## src/sv/pairwise_window_match_defines.svh

```systemverilog
// Assertion helpers shared by the RTL of the window match block.
`ifndef PAIRWISE_WINDOW_MATCH_DEFINES_SVH
`define PAIRWISE_WINDOW_MATCH_DEFINES_SVH

// Check on every clock edge out of reset.
`define PWM_ASSERT_RST(label, clk, rstn, prop, msg) \
  label: assert property (@(posedge clk) disable iff (!rstn) prop) else $error(msg);

// Check on every clock edge, reset included.
`define PWM_ASSERT_ALWAYS(label, clk, prop, msg) \
  label: assert property (@(posedge clk) prop) else $error(msg);

`endif

```

## src/sv/pwm_pkg.sv

```systemverilog
`timescale 1ns / 1ps
`default_nettype none

package pwm_pkg;

  localparam int MAX_ROWS     = 64;
  localparam int NUM_FEATURES = 4;
  localparam int FEATURE_BITS = 15;

  localparam int LANE_BITS = 16;
  localparam int LIMIT_W   = NUM_FEATURES * LANE_BITS;
  localparam int ROW_W     = NUM_FEATURES * FEATURE_BITS;
  localparam int IDX_W     = $clog2(MAX_ROWS);
  localparam int CNT_W     = $clog2(MAX_ROWS + 1);
  localparam int DIFF_W    = FEATURE_BITS + 1;
  localparam int CMP_W     = (DIFF_W > LANE_BITS) ? DIFF_W : LANE_BITS;
  localparam int CFG_W     = 64;
  localparam int CFG_AW    = 2;
  localparam int MASK_W    = NUM_FEATURES;

  // Configuration register indexes
  localparam logic [CFG_AW-1:0] REG_LOWER = 2'd0;
  localparam logic [CFG_AW-1:0] REG_UPPER = 2'd1;
  localparam logic [CFG_AW-1:0] REG_MASK  = 2'd2;

  localparam logic [MASK_W-1:0] MASK_RESET = {MASK_W{1'b1}};

  typedef logic [ROW_W-1:0]   row_t;
  typedef logic [LIMIT_W-1:0] limit_t;

  // Every feature difference (new minus old, absolute where masked) within its band.
  function automatic logic in_band(row_t newer, row_t older, limit_t lower,
                                   limit_t upper, logic [MASK_W-1:0] mask);
    logic signed [CMP_W-1:0] d;
    logic signed [CMP_W-1:0] lo;
    logic signed [CMP_W-1:0] hi;
    logic [FEATURE_BITS-1:0] a;
    logic [FEATURE_BITS-1:0] b;
    logic ok;
    ok = 1'b1;
    for (int f = 0; f < NUM_FEATURES; f++) begin
      a  = newer[f*FEATURE_BITS +: FEATURE_BITS];
      b  = older[f*FEATURE_BITS +: FEATURE_BITS];
      d  = CMP_W'(signed'({1'b0, a})) - CMP_W'(signed'({1'b0, b}));
      if (mask[f] && d < 0) begin
        d = -d;
      end
      lo = CMP_W'(signed'(lower[f*LANE_BITS +: LANE_BITS]));
      hi = CMP_W'(signed'(upper[f*LANE_BITS +: LANE_BITS]));
      if (d < lo || d > hi) begin
        ok = 1'b0;
      end
    end
    return ok;
  endfunction

endpackage

`default_nettype wire

```

## src/sv/pwm_ram.sv

```systemverilog
`timescale 1ns / 1ps
`default_nettype none

module pwm_ram #(
  parameter int WIDTH = 8,
  parameter int DEPTH = 16
) (
  input  wire                      clk_i,
  input  wire                      we_i,
  input  wire  [$clog2(DEPTH)-1:0] waddr_i,
  input  wire  [WIDTH-1:0]         wdata_i,
  input  wire                      re_i,
  input  wire  [$clog2(DEPTH)-1:0] raddr_i,
  output logic [WIDTH-1:0]         rdata_o
);

  logic [WIDTH-1:0] mem_q [DEPTH];

  always_ff @(posedge clk_i) begin
    if (we_i) begin
      mem_q[waddr_i] <= wdata_i;
    end
    if (re_i) begin
      rdata_o <= mem_q[raddr_i];
    end
  end

endmodule

`default_nettype wire

```

## src/sv/pairwise_window_match.sv

```systemverilog
// Band similarity join over a growing set of rows. Raise start for one cycle
// while busy is low to transfer a row of four 15-bit features; start_new_set_i
// empties the set first so the row becomes row zero. The row is compared with
// every stored row of the set, oldest first, and one result appears on the
// result ports for each match, each for exactly one cycle under res_valid_o,
// with is_last_o on the final one. A row with no match gives one non-match
// result; a row arriving when 64 rows are held is dropped with overflow_o.
// The receiver cannot stall: sample every res_valid_o cycle. A transferred
// row keeps busy high through the scan of the stored rows and the store of
// the row itself, and no new row is taken until busy falls again;
// an overflowed row does not raise busy and its result follows the transfer
// in the next cycle. The scan is paced by the single read port of the row
// memory, which yields one stored row per cycle. Write the limit and mask
// registers only while busy is low and no results are pending.
`timescale 1ns / 1ps
`default_nettype none
`include "pairwise_window_match_defines.svh"

module pairwise_window_match
  import pwm_pkg::*;
(
  input  wire                     clk_i,
  input  wire                     rst_ni,
  // row transfer
  input  wire                     start,
  output logic                    busy,
  input  wire                     start_new_set_i,
  input  wire  [FEATURE_BITS-1:0] feature_0_i,
  input  wire  [FEATURE_BITS-1:0] feature_1_i,
  input  wire  [FEATURE_BITS-1:0] feature_2_i,
  input  wire  [FEATURE_BITS-1:0] feature_3_i,
  // configuration writes
  input  wire                     cfg_we_i,
  input  wire  [CFG_AW-1:0]       cfg_addr_i,
  input  wire  [CFG_W-1:0]        cfg_wdata_i,
  // results
  output logic                    res_valid_o,
  output logic [IDX_W-1:0]        row_index_o,
  output logic [IDX_W-1:0]        partner_index_o,
  output logic                    is_match_o,
  output logic                    is_last_o,
  output logic                    overflow_o
);

  // Sequencer states
  localparam logic [1:0] ST_IDLE   = 2'd0;  // wait for a transfer
  localparam logic [1:0] ST_SCAN   = 2'd1;  // issue one stored-row read per cycle
  localparam logic [1:0] ST_WAIT   = 2'd2;  // last read data under comparison
  localparam logic [1:0] ST_FINISH = 2'd3;  // close the row and store it

  logic [1:0]        state_q, state_d;
  logic [CNT_W-1:0]  count_q, count_d;     // rows in the current set
  logic [CNT_W-1:0]  scan_q, scan_d;       // next stored row to read
  logic [CNT_W-1:0]  count_eff;
  row_t              row_q, row_d;         // arriving row, held for the whole scan

  // read data tracking: the RAM read is registered, so data follows the address in the next cycle
  logic              dv_q, dv_d;
  logic [IDX_W-1:0]  dv_idx_q, dv_idx_d;

  // one match held back until we know whether it is the last
  logic              pend_q, pend_d;
  logic [IDX_W-1:0]  pend_idx_q, pend_idx_d;

  // configuration
  limit_t            lower_q, upper_q;
  logic [MASK_W-1:0] mask_q;

  // result register
  logic              rv_q, rv_d;
  logic [IDX_W-1:0]  rrow_q, rrow_d;
  logic [IDX_W-1:0]  rpart_q, rpart_d;
  logic              rmatch_q, rmatch_d;
  logic              rlast_q, rlast_d;
  logic              rovf_q, rovf_d;

  // memory ports
  logic              mem_re, mem_we;
  logic [IDX_W-1:0]  mem_raddr;
  row_t              mem_rdata;
  logic              hit;
  logic              accept;

  pwm_ram #(
    .WIDTH (ROW_W),
    .DEPTH (MAX_ROWS)
  ) u_rows (
    .clk_i   (clk_i),
    .we_i    (mem_we),
    .waddr_i (count_q[IDX_W-1:0]),
    .wdata_i (row_q),
    .re_i    (mem_re),
    .raddr_i (mem_raddr),
    .rdata_o (mem_rdata)
  );

  assign accept    = start && !busy;
  assign busy      = (state_q != ST_IDLE);
  assign count_eff = start_new_set_i ? '0 : count_q;
  assign hit       = dv_q && in_band(row_q, mem_rdata, lower_q, upper_q, mask_q);

  // Configuration registers: the user must write them only while idle (the block does not enforce it), no read-back.
  always_ff @(posedge clk_i or negedge rst_ni) begin
    if (!rst_ni) begin
      lower_q <= '0;
      upper_q <= '0;
      mask_q  <= MASK_RESET;
    end else if (cfg_we_i) begin
      case (cfg_addr_i)
        REG_LOWER: lower_q <= cfg_wdata_i[LIMIT_W-1:0];
        REG_UPPER: upper_q <= cfg_wdata_i[LIMIT_W-1:0];
        REG_MASK:  mask_q  <= cfg_wdata_i[MASK_W-1:0];
        default:   ;
      endcase
    end
  end

  always_comb begin
    state_d    = state_q;
    count_d    = count_q;
    scan_d     = scan_q;
    row_d      = row_q;
    dv_d       = 1'b0;
    dv_idx_d   = dv_idx_q;
    pend_d     = pend_q;
    pend_idx_d = pend_idx_q;
    rv_d       = 1'b0;
    rrow_d     = rrow_q;
    rpart_d    = rpart_q;
    rmatch_d   = rmatch_q;
    rlast_d    = rlast_q;
    rovf_d     = rovf_q;
    mem_re     = 1'b0;
    mem_we     = 1'b0;
    mem_raddr  = scan_q[IDX_W-1:0];

    // Compare the row returned by the memory; flush the older held match.
    if (hit) begin
      if (pend_q) begin
        rv_d     = 1'b1;
        rrow_d   = count_q[IDX_W-1:0];
        rpart_d  = pend_idx_q;
        rmatch_d = 1'b1;
        rlast_d  = 1'b0;
        rovf_d   = 1'b0;
      end
      pend_d     = 1'b1;
      pend_idx_d = dv_idx_q;
    end

    case (state_q)
      ST_IDLE: begin
        if (accept) begin
          count_d = count_eff;
          if (count_eff == CNT_W'(MAX_ROWS)) begin
            // store full: drop the row and report it without a scan
            rv_d     = 1'b1;
            rrow_d   = '0;
            rpart_d  = '0;
            rmatch_d = 1'b0;
            rlast_d  = 1'b1;
            rovf_d   = 1'b1;
          end else begin
            row_d   = {feature_3_i, feature_2_i, feature_1_i, feature_0_i};
            pend_d  = 1'b0;
            scan_d  = '0;
            state_d = (count_eff == '0) ? ST_FINISH : ST_SCAN;
          end
        end
      end
      ST_SCAN: begin
        mem_re   = 1'b1;
        dv_d     = 1'b1;
        dv_idx_d = scan_q[IDX_W-1:0];
        scan_d   = scan_q + CNT_W'(1);
        if (scan_q + CNT_W'(1) == count_q) begin
          state_d = ST_WAIT;
        end
      end
      ST_WAIT: begin
        state_d = ST_FINISH;
      end
      ST_FINISH: begin
        // close the row: held match is the last, else a single non-match
        rv_d     = 1'b1;
        rrow_d   = count_q[IDX_W-1:0];
        rpart_d  = pend_q ? pend_idx_q : '0;
        rmatch_d = pend_q;
        rlast_d  = 1'b1;
        rovf_d   = 1'b0;
        pend_d   = 1'b0;
        mem_we   = 1'b1;
        count_d  = count_q + CNT_W'(1);
        state_d  = ST_IDLE;
      end
      default: begin
        state_d = ST_IDLE;
      end
    endcase
  end

  always_ff @(posedge clk_i or negedge rst_ni) begin
    if (!rst_ni) begin
      state_q <= ST_IDLE;
      count_q <= '0;
      scan_q  <= '0;
      dv_q    <= 1'b0;
      pend_q  <= 1'b0;
      rv_q    <= 1'b0;
    end else begin
      state_q <= state_d;
      count_q <= count_d;
      scan_q  <= scan_d;
      dv_q    <= dv_d;
      pend_q  <= pend_d;
      rv_q    <= rv_d;
    end
  end

  // payload registers, no reset
  always_ff @(posedge clk_i) begin
    row_q      <= row_d;
    dv_idx_q   <= dv_idx_d;
    pend_idx_q <= pend_idx_d;
    rrow_q     <= rrow_d;
    rpart_q    <= rpart_d;
    rmatch_q   <= rmatch_d;
    rlast_q    <= rlast_d;
    rovf_q     <= rovf_d;
  end

  assign res_valid_o     = rv_q;
  assign row_index_o     = rrow_q;
  assign partner_index_o = rpart_q;
  assign is_match_o      = rmatch_q;
  assign is_last_o       = rlast_q;
  assign overflow_o      = rovf_q;

  `PWM_ASSERT_RST(a_count_bound, clk_i, rst_ni, count_q <= CNT_W'(MAX_ROWS), "row count beyond capacity")
  `PWM_ASSERT_RST(a_accept_reacts, clk_i, rst_ni, accept |=> (busy || (res_valid_o && overflow_o)), "transferred row neither scanned nor dropped")
  `PWM_ASSERT_RST(a_read_written, clk_i, rst_ni, dv_q |-> ({1'b0, dv_idx_q} < count_q), "read of a row outside the set")
  `PWM_ASSERT_RST(a_write_room, clk_i, rst_ni, mem_we |-> (count_q < CNT_W'(MAX_ROWS)), "row stored into a full set")
  `PWM_ASSERT_RST(a_nomatch_last, clk_i, rst_ni, (res_valid_o && !is_match_o) |-> is_last_o, "non-match result not flagged last")

endmodule

`default_nettype wire
```

## config.mk

```make
export PLATFORM = sky130hd
export DESIGN_NAME = pairwise_window_match
export DESIGN_NICKNAME = d
export VERILOG_FILES = /design/src/sv/pwm_pkg.sv /design/src/sv/pwm_ram.sv /design/src/sv/pairwise_window_match.sv
export VERILOG_INCLUDE_DIRS = /design/src /design/src/sv
export SDC_FILE = /design/constraint.sdc
export NUM_CORES = 2
export LEC_CHECK = 0
export BUFFER_PORTS_ARGS = -buffer_cell sky130_fd_sc_hd__buf_2
export CAP_MARGIN = 10
export CORE_MARGIN = 4
export CORE_UTILIZATION = 50
export CTS_CLUSTER_SIZE = 25
export DETAILED_ROUTE_END_ITERATION = 12
export PLACE_DENSITY = 0.65
export SLEW_MARGIN = 30
export SYNTH_ARGS = -nofsm -noshare
export SYNTH_HDL_FRONTEND = slang
export SYNTH_HIERARCHICAL = 1
export SYNTH_SLANG_ARGS = --single-unit
```

## constraint.sdc

```tcl
create_clock -name clk_i -period 10.5 [get_ports clk_i]
set_clock_uncertainty 0.2 [all_clocks]
set_input_delay 2.1 -clock clk_i [delete_from_list [all_inputs] [get_ports clk_i]]
set_output_delay 2.1 -clock clk_i [all_outputs]
set_load 0.005 [all_outputs]
```

==> impl_summary.log <==
INFO  metric switching_power = 13800 uW
INFO  metric startpoint_type = register
INFO  metric routed_wire_length_per_instance = 37.2 um
INFO  metric power.sequential.fraction = between 40% and 50%
INFO  metric wirelength = just under 500000 um
INFO  metric max_cap_viol_count = 0
INFO  metric design.die.area = roughly 340000 um^2
INFO  metric timing.final.setup_violations = 0
INFO  metric cts_sinks = ~4100
INFO  metric mostFrequentLayoutCell = sky130_fd_sc_hd__edfxtp_1
INFO  metric cts.htree.levels = 5
INFO  metric detailroute.via_count = roughly 86000
INFO  metric post-dp-hpwl = between 200000 and 300000 um
INFO  metric rows = about 210
INFO  metric cts_root_buf = sky130_fd_sc_hd__clkbuf_16
INFO  metric cts_hold_bufs = 0
INFO  metric finalWeightedCongestion = approximately 0.87
INFO  metric final.period_utilization = a little under 70%
INFO  metric drt.antenna.violating_nets = 0
INFO  metric port_buffers = between 100 and 150
INFO  metric routed_via_density = between 6 and 7
INFO  metric design.core.area = 325000 um^2
INFO  metric worst_path_arrival = 7740 ps
INFO  metric synth-warning-count = 6
INFO  metric drc_errors = 0
INFO  metric final.min_clock_period = 7110 ps
INFO  metric number_of_antenna_violations_at_the_first_check_in_global_routing = 27
INFO  metric ys_ff_latch = 4138
INFO  metric worst_case_clock_buffer_depth = 4
INFO  metric final.fill_count = approximately 24000
INFO  metric drtIter0Drc = around 13000
INFO  metric clkTransAtPathRegs = roughly 60 ps
INFO  metric setup-tns-final = 0 ps
INFO  metric crit_path_max_fanout = 65
INFO  metric p_int = about 32000 uW
INFO  metric netlist_instances = ~8000
INFO  metric place_inst = roughly 12000
INFO  metric gr-usage-all-layers = 28.6%
INFO  metric async_reset_ff_share = ~3.6%
INFO  metric boundaryPins = 148
INFO  metric p_clk_share = 31.3%
INFO  metric highest_count_cells_in_the_layout_ignoring_fill_and_taps = sky130_fd_sc_hd__edfxtp_1, sky130_fd_sc_hd__mux4_2, sky130_fd_sc_hd__clkbuf_16
INFO  metric fp.dieH = 579 um
INFO  metric cell_area_power_density = 251 nW/um^2
INFO  metric fp.dieW = slightly below 600 um
INFO  metric synthesized_cell_area = approximately 160000 um^2
INFO  metric clock_tree_from_tritoncts = yes
INFO  metric synth_edf_count = between 3000 and 4000
INFO  metric vdd_ir_drop_max = ~0.17 mV
INFO  metric grt_start_max_net_pins = between 100 and 150
INFO  metric p_leak = approximately 0.06 uW
INFO  metric cp-end-kind = register
INFO  metric drt_pass1_iterations = 8
INFO  metric via_count_of_the_first_global_routing_pass = about 84000
INFO  metric area_growth = 12.8%
INFO  metric synth-main-ff-cell = sky130_fd_sc_hd__edfxtp_1
INFO  metric status = complete, no violations
INFO  metric slew-limit-headroom = between 20% and 30%
INFO  metric stdcell_count = approximately 13000
INFO  metric timing.hold.worst.class = register to register
INFO  metric synth_area_per_cell = approximately 21 um^2
INFO  metric drive_above_1_share = between 20% and 30%
INFO  metric clock.fmax = between 100 and 150 MHz
INFO  metric grt_pass1_wl = ~670000 um
INFO  metric cp_data_required_time = between 10000 and 15000 ps
INFO  metric post-cts-setup-buffer-count = 0
INFO  metric logic_gate_share_of_total_power = 26.4%
INFO  metric worst_pin_slew = about 1100 ps
INFO  metric setup.worst_path.class = register to register
INFO  metric numCtsBuffers = 420
INFO  metric unrepaired_setup_endpoints_after_global_routing = false
INFO  metric postSynthNetCount = slightly above 8000
INFO  metric nets = around 8600
INFO  metric initial_core_util = between 50% and 60%
INFO  metric globalRouteOverflowTotal = 0
INFO  metric yosys.cell_types.count = 93
INFO  metric synth_seq_area_share = about three quarters
INFO  metric ctsResizeCount = 0
INFO  metric worstSkewPairLatency = between 900 and 1000 ps
INFO  metric netSwitchingFraction = between 20% and 30%
INFO  metric finalMaxSlewViolations = 0
INFO  metric final_hold_viol_count = 0
[layout make-up]
| type | instances | area [um^2] | area share, % |
|---|---|---|---|
| diodes | 14 | 35.0 | 0.0190 |
| clock buffers | 509 | 11100 | 6.01 |
| clock inverters | 263 | 2180 | 1.19 |
| inverters | 220 | 828 | 0.450 |
| multi-input cells | 3073 | 38000 | 20.6 |
| flip-flops and latches | 4138 | 123000 | 67.0 |
| well taps | 4325 | 5410 | 2.94 |
| repair buffers | 433 | 3300 | 1.79 |
[power groups by stage]
stage / clock network [uW] / logic [uW] / registers, uW
6_report: 14500 / 12200 / 19500
5_1_grt: 15400 / 13100 / 19500
4_1_cts: 14700 / 12100 / 19500
3_5_place_dp: 0 / 12000 / 19900
3_3_place_gp: 0 / 11800 / 19800
2_1_floorplan: 0 / 8170 / 20100
[cells by family after synthesis]
group	after synthesis	share of synthesized area [%]
flip-flops	4138	75.6
multiplexers	1231	15.6
AO/OA/AOI/OAI	789	3.05
AND/OR/NAND/NOR	752	2.09
buffers and inverters	604	1.60
adder cells (fa/ha/maj)	198	1.54
XOR/XNOR	103	0.553
[registers in the layout (all words and copies together) (netlist names), 2 cells and up]
register,count
state_q,2
partner_index_o,6
u_rows/mem_q,3840
row_q,60
row_index_o,6
count_q,7
lower_q,64
scan_q,7
pend_idx_q,6
u_rows/rdata_o,60
dv_idx_q,6
mask_q,4
upper_q,64
[final timing paths]
check	start	end	slack (ps)	depth (start not counted)
setup / recovery	row_q[45]$_DFFE_PP_	partner_index_o[4]$_DFF_P_	3390	23
hold reg to reg	dv_idx_q[3]$_DFFE_PP_	pend_idx_q[3]$_DFFE_PN_	210	0
max in group asynchronous	rst_ni	scan_q[0]$_DFFE_PN0P_	7700	2
setup reg to reg	row_q[45]$_DFFE_PP_	partner_index_o[4]$_DFF_P_	3390	23
hold / removal	dv_idx_q[3]$_DFFE_PP_	pend_idx_q[3]$_DFFE_PN_	210	0
min in group asynchronous	rst_ni	lower_q[41]$_DFFE_PN0P_	1020	1
[Yosys cell counts, drive strengths merged (6+ instances only)]
cell    instances  share of area (%)
or2            10              0.038
or3             8              0.034
o211ai         11              0.051
a21oi         175               0.54
mux4         1040                 14
mux2i          57               0.35
nand3b         10              0.046
xor2           43               0.23
xnor2          60               0.32
o21ai         167               0.51
nand2         217               0.50
nor3b           6              0.028
edfxtp       3972                 73
and3           12              0.046
inv           218               0.50
clkbuf        207               0.48
mux2          134               0.92
nand4          25              0.096
a21o           35               0.16
buf           176               0.60
o221ai         62               0.33
a211oi         13              0.060
nor2b          28               0.11
nand3          39               0.12
ha            194                1.5
o221a          10              0.069
dfrtp         147                2.3
nor2          285               0.66
o22ai         192               0.74
a31oi          42               0.16
dfxtp          15               0.18
o31ai           9              0.041
a32oi           6              0.032
o21a           18              0.083
nor4            9              0.034
nor3           57               0.17
nand2b         21              0.080
[stage by stage]
stage	cell area (um^2)	setup slack [ps]	utilization [%]	power (uW)	hold slack (ps)
floorplan	163000	3270	-	28200	200
global placement	171000	3660	52.5	31700	205
detailed placement	171000	3670	52.6	31900	205
CTS	184000	3620	56.7	46300	215
global route	184000	3120	56.7	48100	237
finish	184000	3390	56.7	46200	214
[routing by layer]
metal,vias up,GRT usage [%],wire (um)
met5,-,0,84
met3,978,7.90,63900
li1,33427,-,-
met1,45888,40.8,180000
met4,10,9.62,19000
met2,5764,43.1,219000
[worst max-delay path, stage by stage, from the launching register on]
cell                       delay, ps
sky130_fd_sc_hd__edfxtp_1        360
sky130_fd_sc_hd__buf_4           300
sky130_fd_sc_hd__inv_1           140
sky130_fd_sc_hd__ha_1            200
sky130_fd_sc_hd__inv_1            70
sky130_fd_sc_hd__fa_1            440
sky130_fd_sc_hd__a21o_1          210
sky130_fd_sc_hd__a221o_1         320
sky130_fd_sc_hd__o41ai_2         820
sky130_fd_sc_hd__o21a_1          350
sky130_fd_sc_hd__nor3b_1         220
sky130_fd_sc_hd__o22ai_1          90
sky130_fd_sc_hd__a211oi_1        440
sky130_fd_sc_hd__a31oi_1         170
sky130_fd_sc_hd__xnor2_1         200
sky130_fd_sc_hd__ha_1            320
sky130_fd_sc_hd__nand2_1          80
sky130_fd_sc_hd__or3_4           380
sky130_fd_sc_hd__o32ai_2         250
sky130_fd_sc_hd__a21oi_1          80
sky130_fd_sc_hd__a211o_1         320
sky130_fd_sc_hd__or4_4           660
sky130_fd_sc_hd__a32oi_1         270
sky130_fd_sc_hd__o21ai_1          90
(Power assumes the default switching activity.)
